<file path="config.mk">
export PLATFORM = sky130hd
export DESIGN_NAME = ltnsg_curve_builder
export DESIGN_NICKNAME = d
export VERILOG_FILES = /design/src/hw/rtl/ltnsg_pkg.sv /design/src/hw/rtl/ltnsg_curve_builder.sv
export SDC_FILE = /design/constraint.sdc
export NUM_CORES = 2
export LEC_CHECK = 0
export BUFFER_PORTS_ARGS = -buffer_cell sky130_fd_sc_hd__buf_2
export CELL_PAD_IN_SITES_DETAIL_PLACEMENT = 1
export CELL_PAD_IN_SITES_GLOBAL_PLACEMENT = 2
export CORE_MARGIN = 2
export CORE_UTILIZATION = 42
export DETAILED_ROUTE_END_ITERATION = 7
export GPL_TIMING_DRIVEN = 0
export PLACE_DENSITY_LB_ADDON = 0.25
export SYNTH_ARGS = -nofsm -noshare
export SYNTH_HDL_FRONTEND = slang
export SYNTH_SLANG_ARGS = --single-unit
</file>
<file path="constraint.sdc">
create_clock -name clk -period 12.9 [get_ports clk]
set_input_delay 1.935 -clock clk [delete_from_list [all_inputs] [get_ports clk]]
set_output_delay 1.935 -clock clk [all_outputs]
set_load 0.05 [all_outputs]
</file>
<file path="src/hw/rtl/ltnsg_pkg.sv">
// Shared types and constants of the latched tone/noise sound generator.
// Holds the command codes, the decay curve constants and the ROM port structs.
// No dependencies.
package ltnsg_pkg;

  // Field widths.
  localparam int unsigned LEVEL_W   = 15;
  localparam int unsigned ROM_AW    = 15;
  localparam int unsigned MODE_W    = 4;
  localparam int unsigned PHASE_W   = 7;
  localparam int unsigned NOISE_W   = 16;
  localparam int unsigned CMD_W     = 2;
  localparam int unsigned LATCH_W   = 8;
  localparam int unsigned CFG_IDX_W = 1;

  // Full volume is both the top curve address and the top level.
  localparam logic [ROM_AW-1:0] FULL_VOLUME = '1;

  // Register defaults and the default period width.
  localparam int unsigned DEFAULT_PERIOD_BITS = 16;
  localparam int unsigned FAST_PERIOD_RESET   = 79;
  localparam int unsigned SLOW_PERIOD_RESET   = 163;

  // Fixed-point curve: exp(-1/4096) in unsigned Q2.62 from its Taylor series,
  // each term truncated.
  localparam logic [63:0] Q_ONE      = 64'h4000_0000_0000_0000;
  localparam logic [63:0] CURVE_T1   = Q_ONE / 64'd4096;
  localparam logic [63:0] CURVE_T2   = CURVE_T1 / 64'd8192;
  localparam logic [63:0] CURVE_T3   = CURVE_T2 / 64'd12288;
  localparam logic [63:0] CURVE_T4   = CURVE_T3 / 64'd16384;
  localparam logic [63:0] CURVE_T5   = CURVE_T4 / 64'd20480;
  localparam logic [63:0] CURVE_T6   = CURVE_T5 / 64'd24576;
  localparam logic [63:0] CURVE_T7   = CURVE_T6 / 64'd28672;
  localparam logic [63:0] CURVE_RATIO = Q_ONE - CURVE_T1 + CURVE_T2 - CURVE_T3
                                      + CURVE_T4 - CURVE_T5 + CURVE_T6 - CURVE_T7;

  // Input commands; the fourth code is ignored.
  typedef enum logic [CMD_W-1:0] {
    CMD_LATCH  = 2'd0,
    CMD_DECAY  = 2'd1,
    CMD_SAMPLE = 2'd2
  } cmd_t;

  // Sound source picked by the low three latch bits.
  typedef enum logic [2:0] {
    SRC_PHASE2, SRC_PHASE3, SRC_PHASE4, SRC_PHASE5,
    SRC_GATE04, SRC_GATE15, SRC_GATE26, SRC_NOISE
  } source_t;

  // Configuration register indexes.
  typedef enum logic [CFG_IDX_W-1:0] {
    CFG_FAST_PERIOD = 1'b0,
    CFG_SLOW_PERIOD = 1'b1
  } cfg_reg_t;

  // Curve builder states.
  typedef enum logic {
    BLD_RUN,
    BLD_DONE
  } build_state_t;

  // Curve ROM write and read requests.
  typedef struct packed {
    logic               we;
    logic [ROM_AW-1:0]  addr;
    logic [LEVEL_W-1:0] data;
  } rom_wr_t;

  typedef struct packed {
    logic              re;
    logic [ROM_AW-1:0] addr;
  } rom_rd_t;

endpackage

</file>
<file path="src/hw/rtl/ltnsg_curve_builder.sv">
// Fills the decay curve memory after reset by repeated Q2.62 multiplication.
// Depends on ltnsg_pkg; drives the write port of ltnsg_curve_rom.
module ltnsg_curve_builder
  import ltnsg_pkg::*;
(
  input  logic    clk,
  input  logic    rst_n,
  output rom_wr_t wr,
  output logic    done
);

  localparam logic [2:0] STEP_LAST = 3'd5;

  build_state_t       state_r, state_nxt;
  logic [2:0]         step_r, step_nxt;
  logic [ROM_AW-1:0]  addr_r, addr_nxt;
  logic [62:0]        power_r, power_nxt;
  logic [63:0]        pp_r;
  logic [1:0]         pp_sh_r;
  logic [125:0]       acc_r, acc_nxt;
  logic [31:0]        mul_a, mul_b;
  logic [125:0]       addend;
  logic [77:0]        scaled;

  // Next state: stop after the lowest address has been written.
  always_comb begin
    state_nxt = state_r;
    unique case (state_r)
      BLD_RUN: begin
        if (step_r == STEP_LAST && addr_r == '0) begin
          state_nxt = BLD_DONE;
        end
      end
      BLD_DONE: state_nxt = BLD_DONE;
      default:  state_nxt = BLD_RUN;
    endcase
  end

  // Outputs: one curve entry is written at the first step of each round.
  // The entry is power * 32767 >> 62, taken as (power << 15) - power.
  assign scaled = {power_r, 15'd0} - {15'd0, power_r};

  always_comb begin
    wr.addr = addr_r;
    wr.data = scaled[76:62];
    wr.we   = 1'b0;
    done    = 1'b0;
    unique case (state_r)
      BLD_RUN:  wr.we = (step_r == 3'd0);
      BLD_DONE: done  = 1'b1;
      default:  done  = 1'b0;
    endcase
  end

  // Shared 32x32 multiplier: steps 0..3 take the four partial products.
  always_comb begin
    mul_a = step_r[1] ? {1'b0, power_r[62:32]} : power_r[31:0];
    mul_b = step_r[0] ? CURVE_RATIO[63:32] : CURVE_RATIO[31:0];
  end

  always_ff @(posedge clk) begin
    pp_r    <= mul_a * mul_b;
    pp_sh_r <= {step_r == 3'd3, step_r == 3'd1 || step_r == 3'd2};
  end

  // Accumulate the registered partial products in steps 1..4.
  always_comb begin
    addend = 126'(pp_r);
    if (pp_sh_r[1]) begin
      addend = addend << 64;
    end else if (pp_sh_r[0]) begin
      addend = addend << 32;
    end
    acc_nxt = acc_r;
    case (step_r)
      3'd1:       acc_nxt = addend;
      3'd2, 3'd3,
      3'd4:       acc_nxt = acc_r + addend;
      default:    acc_nxt = acc_r;
    endcase
  end

  always_ff @(posedge clk) begin
    acc_r <= acc_nxt;
  end

  // Step sequencing, power update and address countdown.
  always_comb begin
    step_nxt  = step_r;
    addr_nxt  = addr_r;
    power_nxt = power_r;
    if (state_r == BLD_RUN) begin
      if (step_r == STEP_LAST) begin
        step_nxt  = 3'd0;
        addr_nxt  = addr_r - 1'b1;
        power_nxt = acc_r[124:62];
      end else begin
        step_nxt = step_r + 1'b1;
      end
    end
  end

  always_ff @(posedge clk) begin
    if (!rst_n) begin
      state_r <= BLD_RUN;
      step_r  <= 3'd0;
      addr_r  <= FULL_VOLUME;
      power_r <= Q_ONE[62:0];
    end else begin
      state_r <= state_nxt;
      step_r  <= step_nxt;
      addr_r  <= addr_nxt;
      power_r <= power_nxt;
    end
  end

endmodule

</file>
# == After elaboration in Yosys (flattened, before gate mapping) ==
# Index checks and enable logic that the tools add are counted.
# totals
regBits,274
input_bits,2
out_inout_bits,32
wordCells,35
# classes
add_sub_neg,4
n_mul,1
eq_ne,5
muxes,10
n_bitwise,1
n_reduce_logical,7
# ops
op,n
126-bit one-hot mux with 2 select lines,1
126-bit adder,1
126-bit two-way mux,1
96-bit two-way mux,1
77-bit by 63-bit subtractor with 77-bit output,1
32-bit by 32-bit multiplier with 64-bit output,1
32-bit two-way mux,2
15-bit logical NOT,1
15-bit by 1-bit subtractor with 15-bit output (second input constant),1
3-bit by 2-bit equality test with 1-bit output (second input constant),2
3-bit equality test (second input constant),2
3-bit by 1-bit adder with 3-bit output (second input constant),1
3-bit by 1-bit equality test with 1-bit output (second input constant),1
3-bit logical NOT,1
1-bit two-way mux,3
3-bit two-way mux,1
3-bit OR reduction,1
1-bit one-hot mux with 2 select lines,1
2-bit AND reduction,1
2-bit nonzero test,1
1-bit logical AND,1
1-bit logical OR,1
1-bit NOT,1

# == Logic depth before layout (Yosys ltp) ==
# logic_depth
word_depth,4
mapped_depth,35
mapped_depth_nobuf,32

# == Worst setup path after synthesis ==
# Ideal clock, no wire load.
# synth_path
path_type,register to register
from,register step_r[1]
to,register pp_r[60]
setup_ns,0.130
arrival_ns,9.315
required_time_ns,12.770
slack_ns,3.455
path_stages_with_launch,33
path_buffers,5
period_less_slack_ns,9.445
cell_sequence,dfxtp_1 -> buf_1 -> clkbuf_1 -> clkbuf_1 -> o21ai_0 -> nand2_1 -> fa_1 -> inv_1 -> fa_1 -> inv_1 -> fa_1 -> inv_1 -> ha_1 -> inv_1 -> fa_1 -> inv_1 -> fa_1 -> fa_1 -> fa_1 -> ha_1 -> clkbuf_1 -> a21o_1 -> a21o_1 -> a21oi_1 -> nand2_1 -> o2111ai_1 -> and3_1 -> clkbuf_1 -> o41ai_2 -> o221a_2 -> a21o_2 -> a31oi_1 -> o211ai_1
# synth_via
elab_chain_cells,2
# synth_rtl
item,line,text
start: declaration,ltnsg_curve_builder.sv:15,"logic [2:0] step_r, step_nxt;"
start signal: assignment,ltnsg_curve_builder.sv:111,step_r <= step_nxt;
32-bit two-way mux,ltnsg_curve_builder.sv:57,"mul_a = step_r[1] ? {1'b0, power_r[62:32]} : power_r[31:0];"
32-bit by 32-bit multiplier with 64-bit output,ltnsg_curve_builder.sv:62,pp_r <= mul_a * mul_b;
end signal: assignment,ltnsg_curve_builder.sv:62,
end: declaration,ltnsg_curve_builder.sv:18,logic [63:0] pp_r;
# Every way passes these cells.
# A chain may end at the register's enable or synchronous reset.

# == Worst setup path in the final report ==
# layout_path
from,register step_r[1]
to,register pp_r[59]
# Same word-level chain as after synthesis.

==> reports/metrics.sh <==
SYNTHESIS.NETS=6206
CRITPATHLAUNCHTYPE='register'
WORST_CLOCK_SKEW_NS=0.0423
SW_FRAC_OF_TOTAL_PCT=46.0
ASYNCSETRESETFLOPFRACSYNTH_PCT=0
FINAL-MAX-SLEW-VIOLATION-COUNT=0
PLACE.GP.CONGESTION=1.01
DP_CELLS=6512
PRE_CTS_SLACK_NS=1.15
GRT_START_MAX_NET_PINS=57
TIMING.REG2REG.WORST_PATH_DEPTH=33
SYNTHTOLAYOUTAREAGROWTH_PCT=7.49
SYNTH-MAIN-FF-CELL='dfxtp_1'
POWER_mW=4.30
DETAILROUTE.VIA_COUNT=37398
WORST_PATH_DOMINANT_CELL_FAMILY='adder cells'
PATH_CLK_SLEW_NS=0.07
DRIVE_ABOVE_1_SHARE_PCT=3.95
CLOCK-ROOT-BUFFER='clkbuf_16'
POST_SYNTHESIS_SEQUENTIAL_ELEMENT_COUNT=273
SYNTH_ENABLE_FLOP_CELLS=125
TIMING_HOLD_VIOLATIONS_FINAL=0
YS_TOP_CELLS_BY_AREA='fa_1 26%, ha_1 15%, edfxtp_1 8.4%'
VDD_IR_DROP_MAX_uV=94.4
IO_BUFFER_COUNT=32
YOSYSUNIQUECELLTYPES=92
MAX_CAP_VIOL_COUNT=0
SETUP_WS_NS=0.965
OUTCOME='finished, final reports clean'
POWER_FRAC_CLOCK_PCT=23.9
P_SW_mW=1.98
SYNTH_AREA_PER_CELL_UM2=8.76
REGTOREGSTARTPOINT='step_r[1]$_SDFFE_PN0N_'
POST_CTS_RESIZED=0
FINAL_CELL_COUNT_NO_FILL=6577
CHIPHEIGHT_UM=329
WORSTPATHARRIVAL_NS=12.38
FIN_CRIT_NS=11.94
ROUTED_WIRELENGTH_MM=172
CRITPATHSLOWESTCELL='mux2i_1'
WORST_SKEW_PAIR.LATE_LATENCY_NS=0.60
SEQ_AREA_FRAC_SYNTH_PCT=15.1
SEQCELLAREA_UM2=6720
WORST-R2R-SETUP-SLACK_NS=0.96
PATH_CLASS_OF_THE_LOWEST_SLACK_MIN_DELAY_PATH='register to register'
CRITICAL_PATH_CLASS='register to register'
SYNTH_TOP_CELL_BY_AREA='fa_1'
POWER-PER-CELL-AREA_nW_PER_UM2=89.9
DP_HPWL_MM=149
GRT.OVERFLOW.TOTAL=0
DIE_FOOTPRINT_UM2=109000
POST-CTS-SETUP-BUFFER-COUNT=0
HTREE_LEVELS=2
CRITICAL_PATH_BUF_INV_COUNT=11
GRT_SETUP_UNREPAIRED='false'
WORST_SLEW_MARGIN_REL_PCT=2.67
INITIALDRTVIOLATIONCOUNT=2630
NETLIST_AREA_UM2=44500
CTS.PATH.MAX_BUFFERS=3
CPPEAKSTAGEDELAY_NS=1.20
IO_PINS=34
P_SEQ_SHARE_PCT=30.2
REQUIRED_NS=13.34
P_LEAK_nW=23.8
SYNTH-WARNING-COUNT=0
SETUP.WORST_PATH.END='pp_r[59]$_DFF_P_'
COMBINED_AREA_OF_THE_MULTI_INPUT_LOGIC_CELLS_UM2=34000
FLOORPLAN.ROWS=119
POST_ROUTE_ANT_NETS=0
POWER.COMBINATIONAL.FRACTION_PCT=45.9
CTS_MADE_BUFFERS=35
CRITPATHCAPTURETYPE='register'
SETUP_VIOL=0
CRITICAL_PATH.STARTPOINT='step_r[1]$_SDFFE_PN0N_'
DRTPASS1ITERATIONS=5
FINAL.FILL_COUNT=12527
MAX_CLOCK_FREQ_GHz=0.0838
SYNTHESIS.INSTANCES=5074
R2R_END='pp_r[59]$_DFF_P_'
CTS_HOLD_BUFFERS=0
MAX_SLEW.WORST_PIN.SLEW_NS=1.42
LAYOUT.NETS=6290
TRITONCTS='built'
PATH_DEPTH=33
WORST-PATH-MAX-FANOUT=10
GRT_ANTENNA_BEFORE_REPAIR=5
P_INT_mW=2.32
GRT_UTIL_OVERALL_PCT=31.9
GRT_FIRST_PASS_WIRELENGTH_MM=256
VIAS_PER_CELL=5.69
CORE_AREA_UM2=105000
CTS.SINK_COUNT=273
TIMING.CRITICAL_PATH.MODE_CELL='inv_1'
VIAS_IN_THE_FIRST_GLOBAL_ROUTE=39728
TCRIT_TCLK_FINAL_PCT=92.5
AVERAGE_WIRE_LENGTH_PER_CELL_AFTER_DETAIL_ROUTING_UM=26.2
DIE-WIDTH_UM=329
DRC=0
SYNTH_TOP_AREA_SHARE_PCT=26.4
FLOORPLAN.INITIALDENSITY_PCT=42.3
metrics by stage:
stage          cell area, um2  utilization, %  hold slack (ns)  setup TNS, ns
6_report                47800            45.5            0.516              0
5_1_grt                 47800            45.5            0.554              0
4_1_cts                 47800            45.5            0.520              0
3_5_place_dp            46600            44.4            0.498              0
3_3_place_gp            46400            44.1            0.500          -2.18
2_1_floorplan           44500               -            0.461              0
layout by cell type (no fill, tap or decap), drive strengths merged, types with 8 or more instances in the layout:
| master | n |
|---|---|
| edfxtp | 125 |
| inv | 816 |
| xor2 | 66 |
| nand4 | 102 |
| o21a | 32 |
| or2 | 32 |
| nand2 | 475 |
| clkinv | 10 |
| nand2b | 28 |
| or3 | 14 |
| a21boi | 75 |
| a21o | 147 |
| nor3 | 64 |
| and2 | 74 |
| nor2b | 29 |
| a31oi | 29 |
| a21oi | 407 |
| o211ai | 18 |
| ha | 543 |
| o21ai | 226 |
| nor2 | 307 |
| fa | 587 |
| dfxtp | 148 |
| o31ai | 18 |
| clkbuf | 211 |
| buf | 89 |
| mux2i | 56 |
| xnor2 | 143 |
| and3 | 38 |
| o21bai | 58 |
| a211oi | 19 |
| and4 | 11 |
| nor4 | 20 |
| a31o | 8 |
| nand3 | 54 |
worst min path at each step:
stage / from / slack [ns] / to / cells past startpoint
floorplan: power_r[21]$_SDFFE_PN0P_ / 0.46 / power_r[21]$_SDFFE_PN0P_ / 2
global placement: addr_r[11]$_SDFFE_PN1P_ / 0.50 / addr_r[11]$_SDFFE_PN1P_ / 2
detailed placement: addr_r[11]$_SDFFE_PN1P_ / 0.50 / addr_r[11]$_SDFFE_PN1P_ / 2
CTS: addr_r[11]$_SDFFE_PN1P_ / 0.52 / addr_r[11]$_SDFFE_PN1P_ / 2
global route: addr_r[11]$_SDFFE_PN1P_ / 0.55 / addr_r[11]$_SDFFE_PN1P_ / 2
finish: addr_r[11]$_SDFFE_PN1P_ / 0.52 / addr_r[11]$_SDFFE_PN1P_ / 2
cells by family after synthesis:
group / count (synthesis) / share of synthesized area [%]
and+or+nand+nor: 1277 / 13.4
adders and majority gates: 1130 / 41.7
AOI/OAI and AO/OA: 1108 / 15.6
buffers and inverters: 1017 / 8.66
DFF: 273 / 15.1
xor gates and xnor gates: 209 / 4.13
muxes: 60 / 1.36
final cells by class:
| cell class | instances | area share (%) |
|---|---|---|
| well taps | 1391 | 3.64 |
| plain buffers | 203 | 1.66 |
| clock buffers | 50 | 2.17 |
| flip-flops and latches | 273 | 14.1 |
| clock inverters | 13 | 0.228 |
| diodes | 2 | 0.0105 |
| multi-input cells | 3784 | 71.0 |
| repair buffers | 47 | 0.809 |
| inverters | 814 | 6.39 |
cell usage after synthesis (11+ instances only):
master / n
inv_1: 812
fa_1: 587
ha_1: 543
nand2_1: 475
a21oi_1: 407
nor2_1: 306
o21ai_0: 184
clkbuf_1: 161
dfxtp_1: 148
a21o_1: 146
xnor2_1: 142
edfxtp_1: 125
nand4_1: 102
and2_1: 74
a21boi_0: 69
xor2_1: 66
nor3_1: 64
o21bai_1: 58
mux2i_1: 56
nand3_1: 54
o21ai_1: 40
and3_1: 38
o21a_1: 32
nor2b_1: 29
a31oi_1: 28
nand2b_1: 28
or2_2: 28
buf_2: 26
nor4_1: 20
o211ai_1: 18
a211oi_1: 17
buf_1: 16
o31ai_1: 14
or3_1: 14
and4_1: 11
state kept, by name (all words and copies together), names as in the netlist:
| register | cells |
|---|---|
| addr_r | 15 |
| acc_r | 125 |
| state_r | 1 |
| pp_r | 64 |
| step_r | 3 |
| power_r | 63 |
| pp_sh_r | 2 |
worst min-delay path, cell delays in order (launching register included):
cell,delay (ns)
dfxtp_1,0.35
xnor2_1,0.08
nand2_1,0.05
per-layer routing:
layer	vias to the layer above	part of all wire, %	GRT usage (%)
met2	958	46	51.9
met3	304	5.7	5.41
met1	19078	43	41.7
li1	17058	-	-
met5	-	0	0
met4	0	5.2	14.2
power groups by stage:
stage          Combinational [mW]  Clock (mW)  Sequential (mW)
6_report                     1.97        1.03             1.30
3_3_place_gp                 1.90           0             1.32
4_1_cts                      1.96        1.05             1.29
5_1_grt                      2.18        1.07             1.29
3_5_place_dp                 1.94           0             1.30
2_1_floorplan                1.36           0             1.17
Note: power is estimated with default switching activity, not from simulation.
