<file path="config.mk">
export PLATFORM = sky130hd
export DESIGN_NAME = ltnsg_voice
export DESIGN_NICKNAME = d
export VERILOG_FILES = /design/src/hw/rtl/ltnsg_pkg.sv /design/src/hw/rtl/ltnsg_voice.sv
export SDC_FILE = /design/constraint.sdc
export NUM_CORES = 1
export LEC_CHECK = 0
export BUFFER_PORTS_ARGS = -buffer_cell sky130_fd_sc_hd__buf_2
export CORE_MARGIN = 2
export CORE_UTILIZATION = 60
export CTS_CLUSTER_DIAMETER = 200
export DETAILED_ROUTE_END_ITERATION = 6
export GPL_ROUTABILITY_DRIVEN = 0
export GPL_TIMING_DRIVEN = 0
export PLACE_DENSITY = 0.84
export SYNTH_ARGS = -nofsm -noshare
export SYNTH_HDL_FRONTEND = slang
export SYNTH_SLANG_ARGS = --single-unit
</file>
<file path="constraint.sdc">
create_clock -name clk -period 5.16 [get_ports clk]
set_clock_uncertainty 0.15 [all_clocks]
set_input_delay 1.032 -clock clk [delete_from_list [all_inputs] [get_ports clk]]
set_output_delay 1.032 -clock clk [all_outputs]
set_load 0.05 [all_outputs]
</file>
<file path="src/hw/rtl/ltnsg_pkg.sv">
// Shared types and constants of the latched tone/noise sound generator.
// Holds the command codes, the decay curve constants and the ROM port structs.
// No dependencies.
package ltnsg_pkg;

  // Field widths.
  localparam int unsigned LEVEL_W   = 15;
  localparam int unsigned ROM_AW    = 15;
  localparam int unsigned MODE_W    = 4;
  localparam int unsigned PHASE_W   = 7;
  localparam int unsigned NOISE_W   = 16;
  localparam int unsigned CMD_W     = 2;
  localparam int unsigned LATCH_W   = 8;
  localparam int unsigned CFG_IDX_W = 1;

  // Full volume is both the top curve address and the top level.
  localparam logic [ROM_AW-1:0] FULL_VOLUME = '1;

  // Register defaults and the default period width.
  localparam int unsigned DEFAULT_PERIOD_BITS = 16;
  localparam int unsigned FAST_PERIOD_RESET   = 79;
  localparam int unsigned SLOW_PERIOD_RESET   = 163;

  // Fixed-point curve: exp(-1/4096) in unsigned Q2.62 from its Taylor series,
  // each term truncated.
  localparam logic [63:0] Q_ONE      = 64'h4000_0000_0000_0000;
  localparam logic [63:0] CURVE_T1   = Q_ONE / 64'd4096;
  localparam logic [63:0] CURVE_T2   = CURVE_T1 / 64'd8192;
  localparam logic [63:0] CURVE_T3   = CURVE_T2 / 64'd12288;
  localparam logic [63:0] CURVE_T4   = CURVE_T3 / 64'd16384;
  localparam logic [63:0] CURVE_T5   = CURVE_T4 / 64'd20480;
  localparam logic [63:0] CURVE_T6   = CURVE_T5 / 64'd24576;
  localparam logic [63:0] CURVE_T7   = CURVE_T6 / 64'd28672;
  localparam logic [63:0] CURVE_RATIO = Q_ONE - CURVE_T1 + CURVE_T2 - CURVE_T3
                                      + CURVE_T4 - CURVE_T5 + CURVE_T6 - CURVE_T7;

  // Input commands; the fourth code is ignored.
  typedef enum logic [CMD_W-1:0] {
    CMD_LATCH  = 2'd0,
    CMD_DECAY  = 2'd1,
    CMD_SAMPLE = 2'd2
  } cmd_t;

  // Sound source picked by the low three latch bits.
  typedef enum logic [2:0] {
    SRC_PHASE2, SRC_PHASE3, SRC_PHASE4, SRC_PHASE5,
    SRC_GATE04, SRC_GATE15, SRC_GATE26, SRC_NOISE
  } source_t;

  // Configuration register indexes.
  typedef enum logic [CFG_IDX_W-1:0] {
    CFG_FAST_PERIOD = 1'b0,
    CFG_SLOW_PERIOD = 1'b1
  } cfg_reg_t;

  // Curve builder states.
  typedef enum logic {
    BLD_RUN,
    BLD_DONE
  } build_state_t;

  // Curve ROM write and read requests.
  typedef struct packed {
    logic               we;
    logic [ROM_AW-1:0]  addr;
    logic [LEVEL_W-1:0] data;
  } rom_wr_t;

  typedef struct packed {
    logic              re;
    logic [ROM_AW-1:0] addr;
  } rom_rd_t;

endpackage

</file>
<file path="src/hw/rtl/ltnsg_voice.sv">
// Command decode, decay prescaler, phase and noise sources, and the result register.
// Depends on ltnsg_pkg; reads the curve through ltnsg_curve_rom.
module ltnsg_voice
  import ltnsg_pkg::*;
#(
  parameter int unsigned PERIOD_BITS = DEFAULT_PERIOD_BITS
) (
  input  logic                   clk,
  input  logic                   rst_n,
  input  logic                   cfg_wr_en,
  input  logic [CFG_IDX_W-1:0]   cfg_index,
  input  logic [PERIOD_BITS-1:0] cfg_wdata,
  input  logic                   in_acc,
  input  logic [CMD_W-1:0]       in_cmd,
  input  logic [LATCH_W-1:0]     in_latch_data,
  input  logic                   out_ready,
  output logic                   out_valid,
  output logic [LEVEL_W-1:0]     out_sample,
  output rom_rd_t                rom_rd,
  input  logic [LEVEL_W-1:0]     rom_data
);

  logic [PERIOD_BITS-1:0] fast_period_r, slow_period_r;
  logic [MODE_W-1:0]      mode_r, mode_nxt;
  logic [ROM_AW-1:0]      volume_r, volume_nxt;
  logic [NOISE_W-1:0]     noise_r, noise_nxt;
  logic [PHASE_W-1:0]     phase_r, phase_nxt;
  logic [PERIOD_BITS-1:0] prescale_r, prescale_nxt;
  logic                   gate_r, gate_nxt;
  logic                   out_valid_r, out_valid_nxt;
  logic [LEVEL_W-1:0]     out_sample_r;
  logic [PERIOD_BITS-1:0] period;
  logic [PERIOD_BITS-1:0] prescale_inc;
  logic [PHASE_W-1:0]     phase_inc;
  logic [NOISE_W-1:0]     noise_step;
  logic                   noise_feed;
  logic                   source_hi;
  logic                   is_sample;

  // Configuration registers.
  always_ff @(posedge clk) begin
    if (!rst_n) begin
      fast_period_r <= PERIOD_BITS'(FAST_PERIOD_RESET);
      slow_period_r <= PERIOD_BITS'(SLOW_PERIOD_RESET);
    end else if (cfg_wr_en) begin
      unique case (cfg_index)
        CFG_FAST_PERIOD: fast_period_r <= cfg_wdata;
        CFG_SLOW_PERIOD: slow_period_r <= cfg_wdata;
        default: ;
      endcase
    end
  end

  // Decay prescaler; a zero period steps on every tick.
  assign period       = mode_r[3] ? fast_period_r : slow_period_r;
  assign prescale_inc = prescale_r + 1'b1;

  // Phase advance and noise shift for a sample beat.
  assign phase_inc  = phase_r + 1'b1;
  assign noise_feed = (noise_r[0] == noise_r[10]);
  assign noise_step = (phase_inc[1:0] == 2'd2) ? {noise_r[NOISE_W-2:0], noise_feed}
                                               : noise_r;

  // Source select on the advanced phase and noise.
  always_comb begin
    case (source_t'(mode_r[2:0]))
      SRC_PHASE2: source_hi = phase_inc[2];
      SRC_PHASE3: source_hi = phase_inc[3];
      SRC_PHASE4: source_hi = phase_inc[4];
      SRC_PHASE5: source_hi = phase_inc[5];
      SRC_GATE04: source_hi = !phase_inc[0] && !phase_inc[4];
      SRC_GATE15: source_hi = !phase_inc[1] && !phase_inc[5];
      SRC_GATE26: source_hi = !phase_inc[2] && !phase_inc[6];
      default:    source_hi = noise_step[NOISE_W-1];
    endcase
  end

  // Command decode.
  always_comb begin
    mode_nxt     = mode_r;
    volume_nxt   = volume_r;
    noise_nxt    = noise_r;
    phase_nxt    = phase_r;
    prescale_nxt = prescale_r;
    gate_nxt     = gate_r;
    is_sample    = 1'b0;
    if (in_acc) begin
      unique case (in_cmd)
        CMD_LATCH: begin
          mode_nxt     = in_latch_data[MODE_W-1:0];
          volume_nxt   = FULL_VOLUME;
          noise_nxt    = '0;
          prescale_nxt = '0;
        end
        CMD_DECAY: begin
          prescale_nxt = prescale_inc;
          if (prescale_inc >= period) begin
            prescale_nxt = '0;
            if (volume_r != '0) begin
              volume_nxt = volume_r - 1'b1;
            end
          end
        end
        CMD_SAMPLE: begin
          is_sample = 1'b1;
          phase_nxt = phase_inc;
          noise_nxt = noise_step;
          gate_nxt  = source_hi;
        end
        default: ;
      endcase
    end
  end

  // The curve entry for the next level is read at the current volume.
  assign rom_rd.re   = is_sample;
  assign rom_rd.addr = volume_r;

  always_ff @(posedge clk) begin
    if (!rst_n) begin
      mode_r     <= '0;
      volume_r   <= '0;
      noise_r    <= '0;
      phase_r    <= '0;
      prescale_r <= '0;
      gate_r     <= 1'b0;
    end else begin
      mode_r     <= mode_nxt;
      volume_r   <= volume_nxt;
      noise_r    <= noise_nxt;
      phase_r    <= phase_nxt;
      prescale_r <= prescale_nxt;
      gate_r     <= gate_nxt;
    end
  end

  // Result register: a sample beat emits the level held since the last one.
  always_comb begin
    out_valid_nxt = out_valid_r;
    if (is_sample) begin
      out_valid_nxt = 1'b1;
    end else if (out_ready) begin
      out_valid_nxt = 1'b0;
    end
  end

  always_ff @(posedge clk) begin
    if (!rst_n) begin
      out_valid_r <= 1'b0;
    end else begin
      out_valid_r <= out_valid_nxt;
    end
  end

  always_ff @(posedge clk) begin
    if (is_sample) begin
      out_sample_r <= gate_r ? rom_data : '0;
    end
  end

  assign out_valid  = out_valid_r;
  assign out_sample = out_sample_r;

  // A result appears only after a sample beat.
  a_valid_from_sample: assert property (@(posedge clk) disable iff (!rst_n)
    $rose(out_valid_r) |-> $past(in_acc && in_cmd == CMD_SAMPLE))
    else $error("result raised without a sample beat");

  // A latch write restores full volume.
  a_latch_full_volume: assert property (@(posedge clk) disable iff (!rst_n)
    in_acc && in_cmd == CMD_LATCH |=> volume_r == FULL_VOLUME)
    else $error("volume not full after latch write");

  // The noise shifter moves only on sample or latch beats.
  a_noise_hold: assert property (@(posedge clk) disable iff (!rst_n)
    !(in_acc && (in_cmd == CMD_SAMPLE || in_cmd == CMD_LATCH)) |=> $stable(noise_r))
    else $error("noise shifter changed without a sample or latch beat");

  // Volume never rises except through a latch write.
  a_volume_falls: assert property (@(posedge clk) disable iff (!rst_n)
    !(in_acc && in_cmd == CMD_LATCH) |=> volume_r <= $past(volume_r))
    else $error("volume rose without a latch write");

endmodule
</file>
# Yosys cells after proc, flatten, opt, wreduce, memory -nomap -nowiden

Index checks and enable logic that the tools add are counted.

Register bits: 107
Latch bits: 0
Bits in writable memories: 0
ROM bits: 0
Input port bits: 47
Memories: 0

Add/subtract/negate cells: 3
Multipliers: 0
Div/mod/pow operators: 0
Magnitude comparators: 1
Equality and inequality tests: 13
Shift-type cells: 0
Muxes and demuxes: 13
Bitwise operators: 1
Reduce and logical (&&, ||, !) cells: 23

Operator list:

| cell                  | count |
|---|---|
| $pmux 16 s2           | 2 |
| $mux 16               | 3 |
| $mux 15               | 2 |
| $pmux 15 s2           | 1 |
| $add 16x1->16 const B | 1 |
| $ge 16x16->1          | 1 |
| $reduce_bool 15->1    | 1 |
| $sub 15x1->15 const B | 1 |
| $reduce_and 2->1      | 6 |
| $eq 3x3->1 const B    | 3 |
| $add 7x1->7 const B   | 1 |
| $pmux 1 s7            | 1 |
| $eq 3x2->1 const B    | 2 |
| $logic_not 1->1       | 6 |
| $ne 2x2->1 const B    | 3 |
| $reduce_bool 2->1     | 3 |
| $eq 2x2->1 const B    | 2 |
| $mux 1                | 4 |
| $reduce_and 4->1      | 1 |
| $eq 3x1->1 const B    | 1 |
| $logic_and 1x1->1     | 3 |
| $logic_not 3->1       | 1 |
| $reduce_and 3->1      | 1 |
| $eq 2x1->1 const B    | 1 |
| 3 further kinds       | 3 |

# Depth between registers and ports, before layout

Depth in word-level cells: 4
Depth in mapped cells: 14
Depth with buffers taken out: 12

# Worst setup path before layout

No wires, ideal clock.

Path type: flip-flop to flip-flop
From: register prescale_r[2]
To: register prescale_r[12]
Arrival: 3.199 ns
Data required time: 4.882 ns
Slack: 1.683 ns
Stages on the path, launching flop included: 14
Buffers on the path: 2
Clock period less this slack: 3.477 ns
Cells stage by stage: dfxtp_1 > and4_1 > nand4_1 > nor4_1 > xor2_1 > ha_1 > nand4_1 > or4_1 > o32a_1 > and3_1 > clkbuf_1 > clkbuf_1 > a22oi_1 > nor2_1

Word-level cells in the longest chain between the ends: 4

Ends and longest elaborated chain:

| element                | line               | text |
|---|---|---|
| start, declared        | ltnsg_voice.sv:28  | `logic [PERIOD_BITS-1:0] prescale_r, prescale_nxt;` |
| start signal, assigned | ltnsg_voice.sv:132 | `prescale_r <= prescale_nxt;` |
| $add 16x1->16 *        | ltnsg_voice.sv:56  | `assign prescale_inc = prescale_r + 1'b1;` |
| $ge 16x16->1           | ltnsg_voice.sv:97  | `if (prescale_inc >= period) begin` |
| $mux 16 *              | ltnsg_voice.sv:97  |  |
| $pmux 16 s2 *          | ltnsg_voice.sv:88  | `unique case (in_cmd)` |

Every way passes the cells marked *; elsewhere a longest branch is shown, timed or not.
A chain may end at the register's enable or synchronous reset.

# Worst setup path in the final report

From: register mode_r[3]
To: register prescale_r[9]

Word-level cells in the longest chain between the ends: 4

Ends and longest elaborated chain:

| element                | line               | text |
|---|---|---|
| start, declared        | ltnsg_voice.sv:24  | `logic [MODE_W-1:0] mode_r, mode_nxt;` |
| start signal, assigned | ltnsg_voice.sv:128 | `mode_r <= mode_nxt;` |
| $mux 16                | ltnsg_voice.sv:55  | `assign period = mode_r[3] ? fast_period_r : slow_period_r;` |
| $ge 16x16->1           | ltnsg_voice.sv:97  |  |
| $mux 16                | ltnsg_voice.sv:97  |  |
| $pmux 16 s2            | ltnsg_voice.sv:88  |  |

Every way passes these cells.

==> flow_summary.html <==
<table>
<tr><th>Metric</th><th>Value</th></tr>
<tr><th colspan="2">Setup path</th></tr>
<tr><td>Endpoint kind of the worst setup timing path</td><td>register</td></tr>
<tr><td>Crit path buf inv count</td><td>4</td></tr>
<tr><td>Setup crit start kind</td><td>register</td></tr>
<tr><td>Arrival time at the worst endpoint</td><td>4360 ps</td></tr>
<tr><td>Maximum fanout along the worst path</td><td>10</td></tr>
<tr><td>Worst-path cell with the longest stage delay</td><td>clkbuf_1</td></tr>
<tr><td>CP top delay family</td><td>buffers and inverters</td></tr>
<tr><td>Chain of cells forming the critical path</td><td>clkbuf_1 -&gt; clkbuf_1 -&gt; mux2i_1 -&gt; ha_1 -&gt; nand4_1 -&gt; or4_1 -&gt; o32a_1 -&gt; and3_1 -&gt; clkbuf_1 -&gt; clkbuf_1 -&gt; a22oi_1 -&gt; nor2_1</td></tr>
<tr><td>Crit-path most repeated cell</td><td>clkbuf_1</td></tr>
<tr><td>CP Data Required Time</td><td>roughly 5300 ps</td></tr>
<tr><td>Type of the worst setup path</td><td>reg -&gt; reg</td></tr>
<tr><td>CP peak stage delay</td><td>between 600 and 700 ps</td></tr>
<tr><th colspan="2">Clock network</th></tr>
<tr><td>Count of hold-fix buffers inserted at cts</td><td>0</td></tr>
<tr><td>Max clock buf depth</td><td>2</td></tr>
<tr><td>Number of buffers inserted by post-CTS setup repair</td><td>0</td></tr>
<tr><td>Root buffer cell</td><td>clkbuf_8</td></tr>
<tr><td>Skew-Pair Late Insertion Delay</td><td>~360 ps</td></tr>
<tr><td>CTS-repair resized insts</td><td>0</td></tr>
<tr><td>CTS clock-pin slew for the worst setup and hold paths</td><td>roughly 100 ps</td></tr>
<tr><td>TritonCTS clock tree</td><td>built</td></tr>
<tr><td>Number of sinks on the clock net</td><td>~110</td></tr>
<tr><td>H-tree depth</td><td>3</td></tr>
<tr><td>TritonCTS Buffers</td><td>9</td></tr>
<tr><th colspan="2">Final layout</th></tr>
<tr><td>Total Nets Final</td><td>737</td></tr>
<tr><td>Share of final-layout standard cells stronger than drive strength 1</td><td>0.161</td></tr>
<tr><td>Layout area overhead</td><td>13.0%</td></tr>
<tr><td>Final standard cell count with taps included and fillers excluded</td><td>just under 800</td></tr>
<tr><td>Antenna diode count</td><td>0</td></tr>
<tr><th colspan="2">Yosys</th></tr>
<tr><td>Most frequently used cell type in the post-synthesis netlist</td><td>nand2_1</td></tr>
<tr><td>Library cell occupying the most area in the post-synthesis netlist</td><td>dfxtp_1</td></tr>
<tr><td>Number of library cell types mapped by synthesis</td><td>59</td></tr>
<tr><td>Top area cells in the synthesized netlist</td><td>dfxtp_1 (36%), edfxtp_1 (8.8%), nand2_1 (6.8%), ha_1 (4.9%), a21oi_1 (4.2%)</td></tr>
<tr><td>Top cell types by occurrence after synthesis</td><td>nand2_1 (93), dfxtp_1 (92), nor2_1 (50)</td></tr>
<tr><td>Share of synthesized area occupied by flip-flops and latches</td><td>0.446</td></tr>
<tr><td>Post-synth top flop</td><td>dfxtp_1</td></tr>
<tr><td>Share of synthesized flip-flops with an asynchronous set or reset</td><td>0</td></tr>
<tr><td>Number of register bits inferred by synthesis</td><td>~110</td></tr>
<tr><td>Post-synth design cell area</td><td>approximately 5100 um2</td></tr>
<tr><td>Yosys top cell area share</td><td>0.358</td></tr>
<tr><td>Number of flops mapped to enable cells by yosys</td><td>15</td></tr>
<tr><td>Instance count of the mapped netlist</td><td>about 590</td></tr>
<tr><td>Yosys warning count</td><td>0</td></tr>
<tr><td>Post-Syn Area per Cell</td><td>slightly below 9 um2</td></tr>
<tr><td>Net Count, Synth</td><td>652</td></tr>
<tr><th colspan="2">Run status</th></tr>
<tr><td>Status</td><td>finished clean</td></tr>
<tr><th colspan="2">Timing</th></tr>
<tr><td>Pin slew with the least headroom to its limit</td><td>between 700 and 800 ps</td></tr>
<tr><td>Unrepaired setup endpoints after global routing</td><td>no</td></tr>
<tr><td>Final-report hold violation count</td><td>0</td></tr>
<tr><td>Max-slew violation count</td><td>0</td></tr>
<tr><td>Max Clock Freq</td><td>~230 MHz</td></tr>
<tr><td>Setup TNS</td><td>0 ps</td></tr>
<tr><td>Final setup violation count</td><td>0</td></tr>
<tr><td>Remaining max-slew budget at the tightest pin</td><td>0.486</td></tr>
<tr><td>Final Critical Period</td><td>between 4000 and 5000 ps</td></tr>
<tr><td>Final period utilization</td><td>0.827</td></tr>
<tr><th colspan="2">Power and ir drop</th></tr>
<tr><td>Reported net switching power</td><td>between 400 and 500 uW</td></tr>
<tr><td>Peak supply drop</td><td>roughly 130 uV</td></tr>
<tr><td>Static Leak</td><td>roughly 0.0023 uW</td></tr>
<tr><td>Switching part of the total power</td><td>0.280</td></tr>
<tr><td>Sequential group share of total power</td><td>0.572</td></tr>
<tr><td>Cell area power density</td><td>267 nW/um2</td></tr>
<tr><td>Internal power</td><td>around 1100 uW</td></tr>
<tr><td>Fraction of power consumed by the clock network</td><td>0.295</td></tr>
<tr><td>Fraction of power consumed by combinational cells</td><td>0.133</td></tr>
<tr><td>Overall power</td><td>around 1500 uW</td></tr>
<tr><th colspan="2">Placement</th></tr>
<tr><td>Dpl cells</td><td>roughly 760</td></tr>
<tr><td>Post-DP HPWL</td><td>between 8000 and 9000 um</td></tr>
<tr><td>Count of buffers from port buffering</td><td>74</td></tr>
<tr><th colspan="2">Detailed routing</th></tr>
<tr><td>Wirelength, routed</td><td>between 10000 and 15000 um</td></tr>
<tr><td>Number of iterations in the first detailed-routing pass</td><td>5</td></tr>
<tr><td>Routed vias</td><td>~4500</td></tr>
<tr><td>Vias per Instance</td><td>approximately 5.8</td></tr>
<tr><td>Starting DRT DRC Count</td><td>roughly 170</td></tr>
<tr><td>Number of nets with antenna violations after detailed routing</td><td>0</td></tr>
<tr><td>Drt drc</td><td>0</td></tr>
<tr><td>DR WL/cell</td><td>about 15 um</td></tr>
<tr><th colspan="2">GRT</th></tr>
<tr><td>Overflow left after global routing</td><td>0</td></tr>
<tr><td>Via count of the first global-routing pass</td><td>roughly 4000</td></tr>
<tr><td>First-pass GRT wire length</td><td>18000 um</td></tr>
<tr><td>Maximum number of pins on one net before global-route repair</td><td>21</td></tr>
<tr><td>GRT Overall Usage</td><td>0.246</td></tr>
<tr><td>Number of antenna violations at the first check in global routing</td><td>0</td></tr>
<tr><th colspan="2">Die</th></tr>
<tr><td>Starting density of the core</td><td>0.622</td></tr>
<tr><td>Die Ht</td><td>around 97 um</td></tr>
<tr><td>I/O pin cnt</td><td>79</td></tr>
<tr><td>Number of cell rows</td><td>33</td></tr>
<tr><td>Core region area</td><td>just over 8000 um2</td></tr>
<tr><td>Die area</td><td>between 9000 and 10000 um2</td></tr>
<tr><td>Die X</td><td>between 90 and 100 um</td></tr>
<tr><th colspan="2">Hold path</th></tr>
<tr><td>Path type of the worst min-delay path</td><td>reg -&gt; reg</td></tr>
<tr><th colspan="2">Run</th></tr>
<tr><td>Maximum capacitance violations</td><td>0</td></tr>
</table>
[power groups by stage]
stage               Sequential [uW]  Combinational, uW  Clock (uW)
floorplan                       931                116           0
global placement                904                198           0
detailed placement              905                205           0
CTS                             885                206         462
global route                    890                225         498
finish                          886                206         456
[worst reg2reg max path, cell delays in order (launching register included)]
cell and delay, ps:
dfxtp_1 320, clkbuf_1 490, clkbuf_1 660, mux2i_1 220, ha_1 360, nand4_1 150
or4_1 540, o32a_1 340, and3_1 180, clkbuf_1 160, clkbuf_1 290, a22oi_1 240
nor2_1 60
[kinds of logic after synthesis]
kind of cell,synth area share
AOI/OAI and AO/OA,0.162
xor gates and xnor gates,0.0290
adders and majority gates,0.0487
buffers and inverters,0.0402
DFF,0.446
muxes,0.0412
and+or+nand+nor,0.232
[per-layer routing]
metal | share of wire | up-vias | GRT usage | wire length [um]
li1 | - | 2244 | - | -
met4 | 0.014 | 0 | 0.0869 | 158
met1 | 0.43 | 2121 | 0.312 | 4980
met5 | 0 | - | 0 | 0
met2 | 0.50 | 120 | 0.428 | 5750
met3 | 0.050 | 16 | 0.0349 | 575
[layout by cell type, fill, tap and decap left out, types with 5 or more instances in the layout]
master / n
nor3_1: 11
xor2_1: 6
a21oi_1: 43
nand4_1: 9
clkbuf_1: 31
nand2_1: 93
buf_2: 74
clkbuf_8: 9
nor2_1: 50
dfxtp_1: 92
a311oi_1: 21
mux2i_1: 20
o21ai_0: 13
inv_1: 11
nor2b_1: 7
xnor2_1: 11
ha_1: 20
a22oi_1: 25
edfxtp_1: 15
and2_1: 19
nand2b_1: 9
or4_1: 5
nand3_1: 18
or2_2: 6
[state kept, by name, indices dropped and copies added (netlist names)]
name,count
fast_period_r,16
gate_r,1
out_sample,15
noise_r,16
volume_r,15
out_valid,1
prescale_r,16
slow_period_r,16
mode_r,4
phase_r,7
[cell type report]
cell class | instances | area, um2
Clock inverter | 7 | 42.5
Fill cell | 661 | 2450
Inverter | 12 | 45.0
Clock buffer | 9 | 124
Multi-Input combinational cell | 429 | 2640
Buffer | 37 | 161
Sequential cell | 107 | 2290
Tap cell | 105 | 131
Timing Repair Buffer | 74 | 370
[final timing paths]
| check | startpoint | endpoint | slack [ps] | cells past startpoint |
|---|---|---|---|---|
| setup / recovery | mode_r[3]$_SDFFE_PN0P_ | prescale_r[9]$_SDFFE_PN0P_ | 890 | 12 |
| hold reg to reg | fast_period_r[5]$_SDFFE_PN0P_ | fast_period_r[5]$_SDFFE_PN0P_ | 310 | 2 |
| setup reg to reg | mode_r[3]$_SDFFE_PN0P_ | prescale_r[9]$_SDFFE_PN0P_ | 890 | 12 |
| hold / removal | fast_period_r[5]$_SDFFE_PN0P_ | fast_period_r[5]$_SDFFE_PN0P_ | 310 | 2 |
[stage by stage]
stage / utilization / hold WS, ps / worst slack, ps / instance area (um2)
after detailed placement: 0.683 / 298 / 937 / 5640
after CTS: 0.703 / 310 / 944 / 5810
after floorplan: - / 285 / 1680 / 5140
after global routing: 0.703 / 330 / 715 / 5810
final: 0.703 / 311 / 894 / 5810
after global placement: 0.683 / 291 / 1000 / 5640
(Power assumes the default switching activity.)
